`src/design/alu181_pkg.sv`:
```
// ----------------------------------------------------------------------------
// alu181_pkg - shared types and codes
// Operation and result word layouts and the function codes of both modes.
// ----------------------------------------------------------------------------
package alu181_pkg;

  localparam int unsigned DataW = 16;
  localparam int unsigned ExactW = DataW + 2;

  // Logic-mode function codes.
  localparam logic [3:0] LF_NOT_A     = 4'd0;
  localparam logic [3:0] LF_NAND      = 4'd1;
  localparam logic [3:0] LF_NA_OR_B   = 4'd2;
  localparam logic [3:0] LF_ONE       = 4'd3;
  localparam logic [3:0] LF_NOR       = 4'd4;
  localparam logic [3:0] LF_NOT_B     = 4'd5;
  localparam logic [3:0] LF_XNOR      = 4'd6;
  localparam logic [3:0] LF_A_OR_NB   = 4'd7;
  localparam logic [3:0] LF_NA_AND_B  = 4'd8;
  localparam logic [3:0] LF_XOR       = 4'd9;
  localparam logic [3:0] LF_B         = 4'd10;
  localparam logic [3:0] LF_OR        = 4'd11;
  localparam logic [3:0] LF_ZERO      = 4'd12;
  localparam logic [3:0] LF_A_AND_NB  = 4'd13;
  localparam logic [3:0] LF_AND       = 4'd14;
  localparam logic [3:0] LF_A         = 4'd15;

  // Arithmetic-mode function codes.
  localparam logic [3:0] AF_A_DEC       = 4'd0;
  localparam logic [3:0] AF_AB_DEC      = 4'd1;
  localparam logic [3:0] AF_ANB_DEC     = 4'd2;
  localparam logic [3:0] AF_MINUS_ONE   = 4'd3;
  localparam logic [3:0] AF_A_PLUS_AONB = 4'd4;
  localparam logic [3:0] AF_AB_PLUS_AONB = 4'd5;
  localparam logic [3:0] AF_SUB         = 4'd6;
  localparam logic [3:0] AF_AONB        = 4'd7;
  localparam logic [3:0] AF_A_PLUS_AOB  = 4'd8;
  localparam logic [3:0] AF_ADD         = 4'd9;
  localparam logic [3:0] AF_ANB_PLUS_AOB = 4'd10;
  localparam logic [3:0] AF_AOB         = 4'd11;
  localparam logic [3:0] AF_DOUBLE      = 4'd12;
  localparam logic [3:0] AF_AB_PLUS_A   = 4'd13;
  localparam logic [3:0] AF_ANB_PLUS_A  = 4'd14;
  localparam logic [3:0] AF_A_INC       = 4'd15;

  typedef struct packed {
    logic [3:0]       func;
    logic             logic_mode;
    logic             carry_in;
    logic [DataW-1:0] operand_b;
    logic [DataW-1:0] operand_a;
  } op_t;

  typedef struct packed {
    logic             carry_flag;
    logic             sign_flag;
    logic             zero_flag;
    logic [DataW-1:0] result;
  } res_t;

endpackage

```
`src/design/alu181_pipe_reg.sv`:
```
// ----------------------------------------------------------------------------
// alu181_pipe_reg - one valid/ready register stage
// Holds one word; takes a new one whenever it is empty or being emptied.
// ----------------------------------------------------------------------------
module alu181_pipe_reg #(
  parameter int unsigned W = 8
) (
  input  logic         clk,
  input  logic         rst_n,
  input  logic         s_valid,
  output logic         s_ready,
  input  logic [W-1:0] s_data,
  output logic         m_valid,
  input  logic         m_ready,
  output logic [W-1:0] m_data
);

  logic         valid_r;
  logic         valid_nxt;
  logic [W-1:0] data_r;

  assign s_ready = !valid_r || m_ready;

  always_comb begin
    valid_nxt = valid_r;
    if (s_ready) begin
      valid_nxt = s_valid;
    end
  end

  always_ff @(posedge clk) begin
    if (!rst_n) begin
      valid_r <= 1'b0;
    end else begin
      valid_r <= valid_nxt;
    end
  end

  always_ff @(posedge clk) begin
    if (s_valid && s_ready) begin
      data_r <= s_data;
    end
  end

  assign m_valid = valid_r;
  assign m_data  = data_r;

endmodule

```
`src/design/alu181_core.sv`:
```
// ----------------------------------------------------------------------------
// alu181_core - function unit
// Forms the exact 18-bit signed value of the chosen function and its flags.
// ----------------------------------------------------------------------------
module alu181_core (
  input  alu181_pkg::op_t  op,
  output alu181_pkg::res_t res
);
  import alu181_pkg::*;

  logic [DataW-1:0]  a, b;
  logic [DataW-1:0]  lv;
  logic              lneg;
  logic [ExactW-1:0] x, y;
  logic [ExactW-1:0] arith_val;
  logic [ExactW-1:0] exact_val;
  logic [ExactW-1:0] ext_a, ext_ab, ext_anb, ext_aob, ext_b;
  logic [ExactW-1:0] neg_aonb, neg_nb, minus_one;

  assign a = op.operand_a;
  assign b = op.operand_b;

  // Operands as 18-bit two's complement; a complemented value is negative.
  assign ext_a     = {2'b00, a};
  assign ext_ab    = {2'b00, a & b};
  assign ext_anb   = {2'b00, a & ~b};
  assign ext_aob   = {2'b00, a | b};
  assign ext_b     = {2'b00, b};
  assign neg_aonb  = {2'b11, a | ~b};
  assign neg_nb    = {2'b11, ~b};
  assign minus_one = {ExactW{1'b1}};

  always_comb begin
    lv   = '0;
    lneg = 1'b0;
    unique case (op.func)
      LF_NOT_A:    begin lv = ~a;        lneg = 1'b1; end
      LF_NAND:     begin lv = ~(a & b);  lneg = 1'b1; end
      LF_NA_OR_B:  begin lv = ~a | b;    lneg = 1'b1; end
      LF_ONE:      lv = DataW'(1);
      LF_NOR:      begin lv = ~(a | b);  lneg = 1'b1; end
      LF_NOT_B:    begin lv = ~b;        lneg = 1'b1; end
      LF_XNOR:     begin lv = ~(a ^ b);  lneg = 1'b1; end
      LF_A_OR_NB:  begin lv = a | ~b;    lneg = 1'b1; end
      LF_NA_AND_B: lv = ~a & b;
      LF_XOR:      lv = a ^ b;
      LF_B:        lv = b;
      LF_OR:       lv = a | b;
      LF_ZERO:     lv = '0;
      LF_A_AND_NB: lv = a & ~b;
      LF_AND:      lv = a & b;
      LF_A:        lv = a;
    endcase
  end

  always_comb begin
    x = '0;
    y = '0;
    unique case (op.func)
      AF_A_DEC:        begin x = ext_a;   y = minus_one; end
      AF_AB_DEC:       begin x = ext_ab;  y = minus_one; end
      AF_ANB_DEC:      begin x = ext_anb; y = minus_one; end
      AF_MINUS_ONE:    begin x = '0;      y = minus_one; end
      AF_A_PLUS_AONB:  begin x = ext_a;   y = neg_aonb;  end
      AF_AB_PLUS_AONB: begin x = ext_ab;  y = neg_aonb;  end
      AF_SUB:          begin x = ext_a;   y = neg_nb;    end
      AF_AONB:         begin x = '0;      y = neg_aonb;  end
      AF_A_PLUS_AOB:   begin x = ext_a;   y = ext_aob;   end
      AF_ADD:          begin x = ext_a;   y = ext_b;     end
      AF_ANB_PLUS_AOB: begin x = ext_anb; y = ext_aob;   end
      AF_AOB:          begin x = '0;      y = ext_aob;   end
      AF_DOUBLE:       begin x = ext_a;   y = ext_a;     end
      AF_AB_PLUS_A:    begin x = ext_ab;  y = ext_a;     end
      AF_ANB_PLUS_A:   begin x = ext_anb; y = ext_a;     end
      AF_A_INC:        begin x = ext_a;   y = '0;        end
    endcase
  end

  // The exact value always lies in -65536..131071, so 18 bits never wrap.
  assign arith_val = x + y + {{(ExactW-1){1'b0}}, op.carry_in};
  assign exact_val = op.logic_mode ? {lneg, lneg, lv} : arith_val;

  assign res.result     = exact_val[DataW-1:0];
  assign res.zero_flag  = (exact_val[DataW-1:0] == '0);
  assign res.sign_flag  = exact_val[DataW-1];
  assign res.carry_flag = exact_val[ExactW-1] | exact_val[DataW];

endmodule

```
`src/design/alu_181_style_16bit.sv`:
```
// ----------------------------------------------------------------------------
// alu_181_style_16bit - 16-bit ALU in the 181 pattern
// Registered operation word, one pass of function logic, registered result.
// ----------------------------------------------------------------------------
// Channel  Dir  tdata (low bit up)                         tuser
// in_      in   operand_a, operand_b, carry_in, pad to 40  logic_mode, func
// out_     out  result, zero_flag, sign_flag, carry_flag,  -
//               pad to 24
//
// Every word accepted on in_ produces exactly one word on out_. A new word can
// be accepted every cycle while out_ is not stalled. The word passes two
// register stages: the operation register and the result register, with
// the function unit between them.
// Reset (rst_n low, synchronous) empties both stages; no result is pending
// afterwards. When out_tready is low, the result stage holds its word and the
// operation stage still takes one more word, so in_tready drops only once
// both stages are full.
// ----------------------------------------------------------------------------
module alu_181_style_16bit (
  input  logic        clk,
  input  logic        rst_n,
  input  logic        in_tvalid,
  output logic        in_tready,
  // [15:0] operand_a, [31:16] operand_b, [32] carry_in, [39:33] zero
  input  logic [39:0] in_tdata,
  // [0] logic_mode, [4:1] func
  input  logic [4:0]  in_tuser,
  output logic        out_tvalid,
  input  logic        out_tready,
  // [15:0] result, [16] zero_flag, [17] sign_flag, [18] carry_flag, [23:19] zero
  output logic [23:0] out_tdata
);
  import alu181_pkg::*;

  op_t  in_op;
  op_t  op_q;
  res_t res_d;
  res_t res_q;
  logic op_valid;
  logic op_ready;

  // Unpack the incoming word into the operation layout.
  assign in_op.operand_a  = in_tdata[15:0];
  assign in_op.operand_b  = in_tdata[31:16];
  assign in_op.carry_in   = in_tdata[32];
  assign in_op.logic_mode = in_tuser[0];
  assign in_op.func       = in_tuser[4:1];

  // Operation register.
  alu181_pipe_reg #(
    .W($bits(op_t))
  ) u_op_stage (
    .clk     (clk),
    .rst_n   (rst_n),
    .s_valid (in_tvalid),
    .s_ready (in_tready),
    .s_data  (in_op),
    .m_valid (op_valid),
    .m_ready (op_ready),
    .m_data  (op_q)
  );

  // Function unit: one pass of combinational logic.
  alu181_core u_core (
    .op  (op_q),
    .res (res_d)
  );

  // Result register.
  alu181_pipe_reg #(
    .W($bits(res_t))
  ) u_res_stage (
    .clk     (clk),
    .rst_n   (rst_n),
    .s_valid (op_valid),
    .s_ready (op_ready),
    .s_data  (res_d),
    .m_valid (out_tvalid),
    .m_ready (out_tready),
    .m_data  (res_q)
  );

  assign out_tdata = {5'b00000, res_q};

endmodule

```
`config.mk`:
```
export PLATFORM = sky130hd
export DESIGN_NAME = alu_181_style_16bit
export DESIGN_NICKNAME = d
export VERILOG_FILES = /design/src/design/alu181_pkg.sv /design/src/design/alu181_pipe_reg.sv /design/src/design/alu181_core.sv /design/src/design/alu_181_style_16bit.sv
export SDC_FILE = /design/constraint.sdc
export NUM_CORES = 1
export LEC_CHECK = 0
export ABC_AREA = 1
export ABC_CLOCK_PERIOD_IN_PS = 4400
export BUFFER_PORTS_ARGS = -buffer_cell sky130_fd_sc_hd__buf_2
export CAP_MARGIN = 25
export CELL_PAD_IN_SITES_DETAIL_PLACEMENT = 0
export CELL_PAD_IN_SITES_GLOBAL_PLACEMENT = 1
export CORE_MARGIN = 4
export CORE_UTILIZATION = 42
export DETAILED_ROUTE_END_ITERATION = 10
export PLACE_DENSITY = 0.8
export RECOVER_POWER = 50
export SYNTH_ARGS = -nofsm -noshare
export SYNTH_HDL_FRONTEND = slang
export SYNTH_SLANG_ARGS = --single-unit
```
`constraint.sdc`:
```
create_clock -name clk -period 4.4 [get_ports clk]
set_clock_uncertainty 0.05 [all_clocks]
set_input_delay 0.66 -clock clk [delete_from_list [all_inputs] [get_ports clk]]
set_output_delay 0.66 -clock clk [all_outputs]
set_load 0.01 [all_outputs]
```
==> results.txt, run 1 <==
For the pin with the worst max-slew slack, the measured transition is about 2.3 ns. The share of the yosys chip area belonging to registers came out at 0.2511. The required time at the worst-slack endpoint is ~4.6 ns.

The dominant cell type by count on the critical path is nand2_1. The count of warnings emitted by yosys is 0. The library cell used most frequently in the layout, excluding fill and tap cells, is nand2_1. Setup violations remaining at the end of the flow were counted as 0.

The number of resized instances in the post-cts repair step is 0. The distinct cell type count after synthesis is 31. The normalized max-slew margin came out at -0.5273.

The placed wire-length estimate after detailed placement is approximately 17 mm. Among all stages on the critical path, the largest delay is contributed by nor2_2. The leftover overflow at the end of global routing came out at 0. The run finished, with violations left. The layer flagged by global routing as most heavily used is met2. Synthesis produced a netlist whose cell count is roughly 1100. The critical path goes through inv_1 -> nand2_1 -> nor2_2 -> inv_1 -> o21ai_0 -> a2111oi_0 -> fa_1 -> inv_1 -> fa_1 -> nand3_1 -> nand3_1 -> nand3_1 -> nand3_1 -> nand2_1 -> nand2_1 -> nor2_1 -> nor2_1 -> nand2_1 -> nor2_1 -> nand2_1 -> nor2_1. TritonCTS built the clock tree. Setup repair after global routing left no endpoint under its margin.

The number of remaining DRC errors came out at 0. Buffers placed on the I/O ports in this run total between 60 and 70. On the worst path, the slowest cell contributes a delay of 0.58 ns. The number of optimization iterations in the first detailed-route pass came out at 5. The number of hold-repair buffers added at the cts stage came out at 0.

From bottom edge to top edge, the die measures 135.8 um. The sequential power share came out at 0.318. The clock tree synthesis step divided the H-tree into 3 levels. The initial utilization of the core area, before any placement, comes to 0.4301. The checks that failed: capacitance limit, slew limit. Of the total power, the share spent switching nets is 0.3617.

The post-placement cell area is 7510 sq um. The wire length of the first global-routing pass is 35.60 mm. The post-synthesis area per instance is 6.194 sq um. Derived from the worst setup path, the maximum achievable clock frequency is about 250 MHz.

The area of the mapped netlist came out at 6857 sq um. The number of vias after detailed routing is a little over 7000. The core outline area is between 15000 and 20000 sq um. The number of hold violations in the final report came to 0. The chip width came out at between 100 and 150 um. The clock-pin slew reported for the worst setup and hold paths after clock tree synthesis came out at around 0.060 ns. The number of fill cells is between 1500 and 2000. The sink count of the clock tree came out at 58. The path class of the tightest hold or removal check is in2reg.

The async set-or-reset flop fraction in the synthesized netlist is 0. The number of slew-limit violations in the final report was 39. The largest net degree at the start of global routing came out at 39.

The top flip-flop cell by instance count after synthesis is edfxtp_1. The die area is approximately 18000 sq um. Adding up every negative setup slack in the final design gives 0 ns.

The net switching power came out at ~0.79 mW. The sum of buffers and inverters on the critical path came out at 3. The startpoint kind of the worst setup timing path is a register. The met2 global-route usage came out at 0.3930. The time the worst path needs with I/O delays and setup is about 4 ns. The count of antenna diodes in the layout came out at 0. The maximum vdd drop is 0.0002053 V. The number of buffers added for setup after CTS is 0.

The total internal power came out at 1.396 mW. The clock reaches the later pin of the worst-skew pair after between 0.3 and 0.4 ns. The signed area change from the synthesized netlist to the final layout is 13.63%. Of the available clock period, the critical path in the final layout requires 0.9101.

The total power per unit cell area came out at 280.7 nW/um^2. The total wire length came out at 22.94 mm. In this run the worst path has a maximum fanout of 11. The reported max-cap violation count came out at 1. The number of buffers created by CTS is 9. Clock tree synthesis selected as its root buffer the cell clkbuf_16.

The count of nets left with antenna violations once routing finished came out at 0. The met3 routing resource usage after global routing is 0.04123. The global-route total usage across every layer is 0.2539. In the layout the commonest cells are 413 x nand2_1, 186 x inv_1, 146 x nor2_1. The count of flip-flops with a built-in enable after synthesis came out at between 50 and 60. The initialized floorplan defines 46 standard-cell rows. After synthesis, the cell types taking the most area are edfxtp_1 25%, nand2_1 23%, ha_1 14%, inv_1 10%, nor2_1 8.1%. Of all cell types, the one taking the most synthesized area is edfxtp_1. The global routing usage on met1 came out at 0.3652. The clock passes through at most 2 buffers. The critical path is of the reg2reg type. In this design, the largest share of critical-path delay is due to simple AND/OR/NAND/NOR gates. The placer's final routability congestion estimate came out at a little over 0.9. After synthesis the netlist holds a flip-flop and latch count of 58. The fraction of synthesized cell area taken by the top area cell type came out at 0.2453. The share of post-route cells with drive strength above 1 came out at 0.07705. The number of antenna violations at the first check in global routing is 0. The total I/O pin count is 75.

The detail-routed via count per cell came out at 5.086. The nature of the critical path endpoint is a register. The net count of the finished layout is around 1300. The first routing iteration left roughly 730 violations. Of the total power, the clock network draws 0.345. The post-detailed-route wirelength per cell came out at ~16 um. Data on the critical path arrives at its endpoint at roughly 4.2 ns. The power share of the combinational group is 0.337.

In this run the static leakage power is 4.223 nW. After routing the design area is 7791 sq um. The via count of the first global-routing pass was around 6600.
## state kept, by name (all words and copies together), names as in the netlist
name / count
u_op_stage.m_data: 38
u_res_stage.m_valid: 1
u_op_stage.m_valid: 1
u_res_stage.m_data: 18
## cell families (layout without fill, tap and decap cells)
| group | count (synthesis) | count (layout) | synth area share |
|---|---|---|---|
| DFF | 58 | 58 | 0.2511 |
| buffers and inverters | 222 | 292 | 0.1272 |
| xor gates and xnor gates | 1 | 1 | 0.001278 |
| other | 1 | 5 | 0.0005469 |
| and+or+nand+nor | 616 | 616 | 0.3498 |
| AOI/OAI and AO/OA | 128 | 128 | 0.1201 |
| adders and majority gates | 81 | 81 | 0.1500 |
## metrics by stage
stage | power, mW | hold WS, ns | setup slack [ns] | std cells | util
floorplan | 1.211 | 0.3977 | 0.9505 | 1111 | -
global placement | 1.425 | 0.4298 | 0.5028 | 1380 | 0.4693
detailed placement | 1.432 | 0.4386 | 0.4657 | 1381 | 0.4710
CTS | 2.191 | 0.4277 | 0.4390 | 1397 | 0.4905
global route | 2.336 | 0.4255 | 0.05370 | 1397 | 0.4887
finish | 2.187 | 0.4335 | 0.3958 | 1397 | 0.4887
## worst reg2reg max path: cells and delay by family, from the launching register on
kind | cells | cell delay (ns)
and+or+nand+nor | 14 | 1.88
adders and majority gates | 2 | 0.66
buffers and inverters | 3 | 0.51
DFF | 1 | 0.44
AOI/OAI and AO/OA | 2 | 0.31
## Yosys cell counts, types with 3 or more instances
cell type  count
nor2_1       148
buf_4          6
nor2_2         3
inv_1        186
a221oi_1      15
o211ai_1      16
a21oi_1       18
clkbuf_1      15
and2_1         3
ha_1          79
buf_2         13
edfxtp_1      56
o221ai_1      15
nand3_1       41
o21ai_0       43
nand2_1      413
o22ai_1       17
## per-layer routing
layer	routed length (um)	up-vias
li1	-	3619
met1	10700	3145
met2	9802	285
met3	1841	56
met4	603	0
met5	0	-
## final timing paths
path	startpoint	end	slack, ns	depth (start not counted)
min reg2reg	u_res_stage.m_valid$_SDFFE_PN0P_	u_res_stage.m_valid$_SDFFE_PN0P_	0.45	2
max reg2reg	u_op_stage.m_data[35]$_DFFE_PP_	u_res_stage.m_data[16]$_DFFE_PP_	0.40	21
min	in_tuser[0]	u_op_stage.m_data[33]$_DFFE_PP_	0.43	1
max	u_op_stage.m_data[35]$_DFFE_PP_	u_res_stage.m_data[16]$_DFFE_PP_	0.40	21
## power by group through the flow
stage / Combinational (mW) / Clock, mW / Sequential [mW]
after floorplan: 0.506 / 0 / 0.704
after global placement: 0.720 / 0 / 0.705
after detailed placement: 0.727 / 0 / 0.705
after CTS: 0.730 / 0.767 / 0.694
after global routing: 0.838 / 0.797 / 0.700
final: 0.736 / 0.755 / 0.696
## area by class of cell
class	instances	area, sq um	share of cell area
Clock buffer	10	229.0	0.02939
Multi-Input combinational cell	831	4287	0.5502
Tap cell	216	270.3	0.03469
Clock inverter	6	81.33	0.01044
Sequential cell	58	1722	0.2210
Inverter	188	705.7	0.09057
Timing Repair Buffer	88	496.7	0.06375
(Power assumes the default switching activity.)
==> run 2: changes to the inputs <==
REMOVE_ABC_BUFFERS = 1   (was unset)
==> results.txt, run 2 (synthesis gave the netlist of run 1 again) <==
The buffer depth of the longest clock path is 2 (unchanged). The number of resized instances in the post-cts repair step came out at 0 (unchanged). The sink count of the clock tree came out at 58 (unchanged). The number of vias after detailed routing is 7149 (+0.62%). The worst hold-check slack came out at 0.4336 ns (+0.00009000 ns). The number of buffers added for setup after CTS was 0 (unchanged). The final reports fail on capacitance limit, slew limit. The number of H-tree levels came out at 3 (unchanged).

STA classifies the critical path endpoint as a register. The maximum vdd drop was 0.0001831 V (-11%). The total I/O pin count was 75 (unchanged).

The worst hold path belongs to the class in2reg. In this design, the largest share of critical-path delay is due to simple AND/OR/NAND/NOR gates. The wire length of the first global-routing pass is 35.40 mm (-0.56%). The share of post-route cells with drive strength above 1 is 0.07959 (+0.002540). The placer's final routability congestion estimate came out at 0.9419 (+0.92%). The remaining number of nets flagged by the antenna check after routing came out at 0 (unchanged). The launching point of the worst reg2reg path is u_op_stage.m_data[34]$_DFFE_PP_. The pin slew with the least headroom to its limit is 2.101 ns (-0.1905 ns). The most numerous cell type found on the critical path is nor2_1. The total wire length is 22.86 mm (-0.35%).

On the critical path, the stage with the largest delay is an instance of a2111oi_0. The portion of the clock cycle consumed by the worst path in the final layout came to 0.8859 (-0.02419). The end of the worst register-to-register path is u_res_stage.m_data[16]$_DFFE_PP_.

The cell depth of the worst min-delay path was 1 (unchanged). The number of hold violations in the final report came to 0 (unchanged). The leftover overflow at the end of global routing came out at 0 (unchanged).

The initial standard-cell utilization of the core is 0.4301 (unchanged). The total power per unit cell area came out at 272.6 nW/um^2 (-2.9%). The share of the core filled with cells in the final layout came to 0.4863 (-0.002433). The core outline area came out at 15940 sq um (unchanged).

The normalized max-slew margin came to -0.4004 (+0.1270). The post-placement cell area is 7493 sq um (-0.22%). The post-placement cell count is 1381 (unchanged). The clock tree from TritonCTS is yes.

The largest net degree at the start of global routing came to 39 (unchanged). The clock-pin slew reported for the worst setup and hold paths after clock tree synthesis came out at 0.05 ns (about the same). The chip width is 135.8 um (unchanged). The internal reg-to-reg setup slack came out at 0.50 ns (+0.11 ns).

The critical path is of the reg2reg type. The via count of the first global-routing pass came out at 6413 (-2.8%). Traced cell by cell, the critical path runs through inv_1 -> nor2_1 -> nor2_1 -> nand2_1 -> o21ai_0 -> a2111oi_0 -> fa_1 -> inv_1 -> fa_1 -> nand3_1 -> nand3_1 -> nand3_1 -> nand3_1 -> nor2_1 -> nor2_1 -> nor2_1 -> nand2_1 -> nor2_1 -> nand2_1 -> nor2_1. The logic depth of the worst register-to-register path is 20 (-4.8%). The total of endpoints with negative setup slack in the final report was 0 (unchanged). The global-route total usage across every layer came out at 0.2524 (-0.001502). The data arrival time of the worst path came out at 4.05 ns (-0.11 ns).

The final-layout setup total negative slack came out at 0 ns (unchanged). The net count of the finished layout is 1306 (unchanged). The library cell used most frequently in the layout, excluding fill and tap cells, is nand2_1.

The post-route cell area was 7752 sq um (-0.50%). The clock insertion delay at the later pin of the skew report is 0.35 ns (about the same). The root buffer cell chosen for the clock tree is clkbuf_16. The time the worst path needs with I/O delays and setup is 3.898 ns (-0.1064 ns). The number of antenna violations at the first check in global routing came out at 0 (unchanged).

The number of buffers created by CTS is 9 (unchanged). The count of routing violations after the opening detailed-route iteration is 726 (-1.1%). The count of port buffers added during placement was 62 (unchanged). The sum of buffers and inverters on the critical path came to 2 (-1). The placed wire-length estimate after detailed placement came out at 16.66 mm (about the same). The flow ran to the end, but the final reports show violations. The detail-routed via count per cell is 5.117 (+0.62%).

The worst-case setup margin in the final layout came out at 0.5022 ns (+0.1064 ns). The final total power came to 2.113 mW (-3.4%). The post-detailed-route wirelength per cell is 16.37 um (-0.35%).

The reported max-cap violation count was 1 (unchanged). The final cell count without fillers came out at 1397 (unchanged). The number of slew-limit violations in the final report came out at 39 (unchanged).

The row count came out at 46 (unchanged). The endpoint of the worst hold-timing path is u_op_stage.m_data[15]$_DFFE_PP_. The static leakage is 4.216 nW (-0.16%). The count of antenna diodes in the layout is 0 (unchanged). The signed area change from the synthesized netlist to the final layout came out at 13.07%.

The number of hold-repair buffers added at the cts stage is 0 (unchanged). The highest fanout seen on the critical path is 6 (-5). The achievable frequency is 256.6 MHz (+2.7%).

The source of the worst hold timing path is in_tdata[15]. The number of remaining DRC errors is 0 (unchanged). The setup slack after placement was 0.5410 ns (+0.07538 ns). The delay of the slowest cell on the worst path came to 0.55 ns (-0.03 ns). The required time at the worst-slack endpoint came to 4.56 ns (about the same). Setup repair after global routing left no endpoint under its margin.

The die area came out at 18430 sq um (unchanged). In the layout the commonest cells are 413 x nand2_1, 186 x inv_1, 146 x nor2_1. The flip-flop count of the largest register after layout is 38 (unchanged). The number of optimization iterations in the first detailed-route pass came out at 6 (+1). STA classifies the critical path startpoint as a register. The floorplan die height is 135.8 um (unchanged).
-- run 2: cell types whose count changed in the layout (fill, tap and decap cells not counted), sizes merged --
| cell | change |
|---|---|
| buf | +3 |
| bufinv | -2 |
| clkbuf | +1 |
| clkinv | -1 |
| clkinvlp | -1 |
-- run 2: worst max path at each step --
stage,start,end,slack [ns],cells past startpoint
global route,u_op_stage.m_data[35]$_DFFE_PP_,u_res_stage.m_data[16]$_DFFE_PP_,0.13,20
finish,u_op_stage.m_data[34]$_DFFE_PP_,u_res_stage.m_data[16]$_DFFE_PP_,0.50,20
CTS,u_op_stage.m_data[36]$_DFFE_PP_,u_res_stage.m_data[16]$_DFFE_PP_,0.51,20
detailed placement,u_op_stage.m_data[34]$_DFFE_PP_,u_res_stage.m_data[16]$_DFFE_PP_,0.54,19
global placement,u_op_stage.m_data[35]$_DFFE_PP_,u_res_stage.m_data[16]$_DFFE_PP_,0.53,20
floorplan,u_op_stage.m_data[34]$_DFFE_PP_,u_res_stage.m_data[16]$_DFFE_PP_,0.91,23
-- run 2: routing by layer --
layer | vias up | wire [um] | global-route usage
met2 | 319 | 9701 | 0.3747
met3 | 42 | 1986 | 0.04903
met1 | 3174 | 10640 | 0.3690
met4 | 0 | 538 | 0.07895
li1 | 3614 | - | -
met5 | - | 0 | 0
-- run 2: area by class of cell --
type | instances | area [sq um]
Clock inverter | 2 | 10.01
Sequential cell | 58 | 1722
Multi-Input combinational cell | 831 | 4287
Inverter | 188 | 705.7
Timing Repair Buffer | 88 | 484.2
Clock buffer | 14 | 274.0
Fill cell | 1732 | 8190
Tap cell | 216 | 270.3
-- run 2: power by group --
part / switching, mW / internal, mW / total [mW]
sequential: 0.0350 / 0.660 / 0.695
combinational: 0.488 / 0.246 / 0.734
clock: 0.259 / 0.425 / 0.684
-- run 2: worst register-to-register path, stage by stage, from the launching register on --
cell and delay [ns]:
edfxtp_1 0.47, inv_1 0.11, nor2_1 0.26, nor2_1 0.10, nand2_1 0.06, o21ai_0 0.07
a2111oi_0 0.55, fa_1 0.31, inv_1 0.12, fa_1 0.48, nand3_1 0.09, nand3_1 0.16
nand3_1 0.12, nand3_1 0.15, nor2_1 0.14, nor2_1 0.05, nor2_1 0.12, nand2_1 0.07
nor2_1 0.12, nand2_1 0.08, nor2_1 0.08
==> run 3: changes to the inputs <==
ABC_AREA = unset   (was 1)
CORE_UTILIZATION = 45   (was 42)
==> results.txt, run 3 <==
The number of optimization iterations in the first detailed-route pass is 6 (unchanged). The achievable frequency came out at 228.6 MHz (-11%). The startpoint kind of the worst setup timing path is a register. The global-route total usage across every layer is 0.2994 (+0.04698).

The die area came out at 16940 sq um (-8.1%). The post-placement cell area came out at 7706 sq um (+2.8%). The count of routing violations after the opening detailed-route iteration came out at 704 (-3.0%).

The count of port buffers added during placement came out at 62 (unchanged). The async set-or-reset flop fraction in the synthesized netlist is 0 (unchanged). The net count of the finished layout is 1042 (-20%). The total I/O pin count is 75 (unchanged). The count of flip-flops with a built-in enable after synthesis is 56 (unchanged). The area of the multi-input gates is 4587 sq um (+7.0%). The share of the yosys chip area belonging to registers came out at 0.2564 (+0.005287). The count of antenna diodes in the layout came out at 0 (unchanged). The chip width is 130.2 um (-4.1%). The row count came to 44 (-4.3%).

The clock insertion delay at the later pin of the skew report was 0.35 ns (about the same). The buffer depth of the longest clock path is 2 (unchanged). The number of cells produced by synthesis came out at 789 (-29%). The total internal power came to 1.446 mW (+8.6%). After synthesis, the cell types taking the most area are edfxtp_1 25%, ha_1 15%, a21oi_1 4.7%, inv_1 3.9%, nor2_1 3.5%. The signed area change from the synthesized netlist to the final layout came out at 22.28%. The detail-routed via count per cell is 6.423 (+26%). The power share of the combinational group came out at 0.413 (+0.066). The flip-flop count of the largest register after layout was 38 (unchanged). The area of the mapped netlist came to 6715 sq um (-2.1%). The part of the power in the clock network is 0.277 (-0.047). The post-synthesis area per instance came out at 8.511 sq um (+37%).

The largest net degree at the start of global routing came out at 39 (unchanged). The post-route cell area was 8212 sq um (+5.9%). The data arrival time of the worst path is 4.40 ns (+0.35 ns).

The net switching power came to 0.8158 mW (+4.3%). The footprint of the flip-flops and latches was 1722 sq um (unchanged). The post-detailed-route wirelength per cell is 23.22 um (+42%). The delay of the slowest cell on the worst path came to 0.62 ns (+0.07 ns). The cell family with the largest share of critical-path delay is compound AO/OA/AOI/OAI gates.

The remaining number of nets flagged by the antenna check after routing is 0 (unchanged). The synthesis-stage register bit count is 58 (unchanged). Leaving out fill and tap cells, the most frequent cells in the layout are 103 x buf_4, 78 x ha_1, 68 x inv_1. The total of endpoints with negative setup slack in the final report is 0 (unchanged). The signal on the critical path passes through nand2b_4 -> nor2_4 -> buf_4 -> a222oi_1 -> inv_1 -> ha_1 -> a211o_1 -> a2111oi_0 -> a2bb2oi_1 -> nand2_1 -> a21o_1 -> or4b_2 -> nand3_2 -> nor4_2. Setup repair after global routing could not meet its margin everywhere.

The tightest min-delay check is of the in2reg type. The sink count of the clock tree came out at 58 (unchanged). The sequential power share is 0.311 (-0.018). The final cell count without fillers is 1101 (-21%). The highest fanout seen on the critical path came out at 6 (unchanged).

The placer's final routability congestion estimate came out at 0.9823 (+4.3%). The initial standard-cell utilization of the core was 0.4603 (+0.03022). The commonest cells after synthesis are 79 x ha_1, 70 x inv_1, 63 x a21oi_1, 63 x nor2_1, 56 x edfxtp_1. The clock-pin slew reported for the worst setup and hold paths after clock tree synthesis came out at 0.06 ns (about the same). The fraction of synthesized cell area taken by the top area cell type is 0.2504 (+0.005164). The total power per unit cell area is 275.5 nW/um^2 (+1.0%). Summed over all instances, the cell type with the most area after synthesis is edfxtp_1.

The number of buffers created by CTS is 9 (unchanged). The required time at the worst-slack endpoint is 4.42 ns (-0.14 ns). The count of warnings emitted by yosys is 0 (unchanged). The static leakage is 3.585 nW (-15%). The pin slew with the least headroom to its limit came out at 0.9172 ns (-1.183 ns). ha_1 is the most common cell in the netlist.

The sum of buffers and inverters on the critical path came out at 2 (unchanged). The number of slew-limit violations in the final report came out at 0 (-100%). The total wire length is 25.56 mm (+12%).

The reported max-cap violation count came out at 0 (-1). The top flip-flop cell by instance count after synthesis is edfxtp_1. The number of hold violations in the final report came out at 0 (unchanged).

The worst setup path is of the reg2reg kind. The time the worst path needs with I/O delays and setup was 4.374 ns (+0.4762 ns). The wire length of the first global-routing pass is 38.21 mm (+7.9%). The number of remaining DRC errors came out at 0 (unchanged).

The post-placement cell count was 1071 (-22%). The final-layout setup total negative slack came out at 0 ns (unchanged). The clock tree from TritonCTS is yes.

The core outline area came out at 14590 sq um (-8.5%). The placed wire-length estimate after detailed placement is 18.92 mm (+14%). The number of vias after detailed routing is 7072 (-1.1%). The distinct cell type count after synthesis is 76 (+150%). The via count of the first global-routing pass came out at 6683 (+4.2%). The floorplan die height came out at 130.2 um (-4.1%). The slowest stage of the critical path belongs to the cell or4b_2. The number of hold-repair buffers added at the cts stage came out at 0 (unchanged). The flow ran to the end, and the final reports show no timing, DRC or antenna violations. The number of H-tree levels came out at 3 (unchanged). In this run the clock root is driven by a clkbuf_16. The number of fill cells was 1321 (-24%). The portion of the clock cycle consumed by the worst path in the final layout is 0.9941 (+0.1082). STA classifies the critical path endpoint as a register. The share of post-route cells with drive strength above 1 is 0.2432 (+0.1636). The normalized max-slew margin is 0.3885 (+0.7889). The net switching share of the total power came out at 0.3607 (-0.009373).

The number of antenna violations at the first check in global routing is 0 (unchanged). The library cell used most frequently in the layout, excluding fill and tap cells, is buf_4. The leftover overflow at the end of global routing is 0 (unchanged). The maximum vdd drop came out at 0.0001619 V (-12%).
==> run 3: cell count changes after synthesis, sizes merged, moves of 15 or more <==
cell | previous run | this run
a222oi | 0 | 16
clkbuf | 15 | 30
o2111ai | 0 | 19
nand3 | 41 | 9
nand2 | 415 | 43
nor2 | 151 | 63
nand2b | 0 | 20
a21oi | 18 | 63
inv | 188 | 70
buf | 19 | 34
==> run 3: worst paths after layout <==
check	from	end	slack [ns]	depth (start not counted)
setup / recovery	u_op_stage.m_data[34]$_DFFE_PP_	u_res_stage.m_data[16]$_DFFE_PP_	0.03	14
hold / removal	in_tdata[18]	u_op_stage.m_data[18]$_DFFE_PP_	0.43	1
setup reg to reg	u_op_stage.m_data[34]$_DFFE_PP_	u_res_stage.m_data[16]$_DFFE_PP_	0.03	14
hold reg to reg	u_op_stage.m_valid$_SDFFE_PN0N_	u_res_stage.m_valid$_SDFFE_PN0P_	0.48	1
==> run 3: cell type report <==
| class | count | area share |
|---|---|---|
| Tap cell | 184 | 0.02804 |
| Clock inverter | 5 | 0.002590 |
| Timing Repair Buffer | 172 | 0.1408 |
| Sequential cell | 58 | 0.2097 |
| Multi-Input combinational cell | 601 | 0.5586 |
| Clock buffer | 11 | 0.02834 |
| Inverter | 70 | 0.03200 |
==> run 3: cells by family (layout without fill, tap and decap cells) <==
kind of cell             Yosys count  in the layout  synth area share
AO/OA/AOI/OAI                    272            272            0.2888
AND/OR/NAND/NOR                  212            212            0.1640
buffers and inverters            134            258           0.08366
adder cells (fa/ha/maj)           81             81            0.1532
flip-flops                        58             58            0.2564
multiplexers                      22             22           0.04174
XOR/XNOR                           9              9           0.01174
other                              1              5         0.0005584
==> run 3: per-stage QoR <==
stage	setup slack (ns)	utilization	power (mW)	hold WS, ns
global placement	0.005618	0.5282	1.560	0.4417
finish	0.02601	0.5629	2.262	0.4334
detailed placement	-0.1564	0.5282	1.580	0.4680
floorplan	-1.437	-	1.218	0.4268
global route	-0.05983	0.5629	2.380	0.4299
CTS	0.02157	0.5473	2.215	0.4332
==> run 3: power groups by stage <==
stage | Sequential [mW] | Combinational [mW] | Clock [mW]
detailed placement | 0.711 | 0.869 | 0
floorplan | 0.733 | 0.486 | 0
global route | 0.708 | 1.01 | 0.660
CTS | 0.700 | 0.880 | 0.635
global placement | 0.710 | 0.850 | 0
finish | 0.702 | 0.933 | 0.626
==> run 3: what timing repair did <==
| action | in CTS | in global routing |
|---|---|---|
| pin swaps | 3 | 15 |
| gates resized for setup | 7 | 37 |
| setup buffers | 1 | 13 |
| endpoints found under the hold margin | 0 | 0 |
| endpoints found under the setup margin | 3 | 6 |
==> run 3: routing by layer <==
metal	up-vias	track usage	part of all wire
met4	0	0.1216	0.035
li1	3226	-	-
met2	414	0.4490	0.44
met3	62	0.08801	0.11
met1	3370	0.4039	0.41
met5	-	0	0
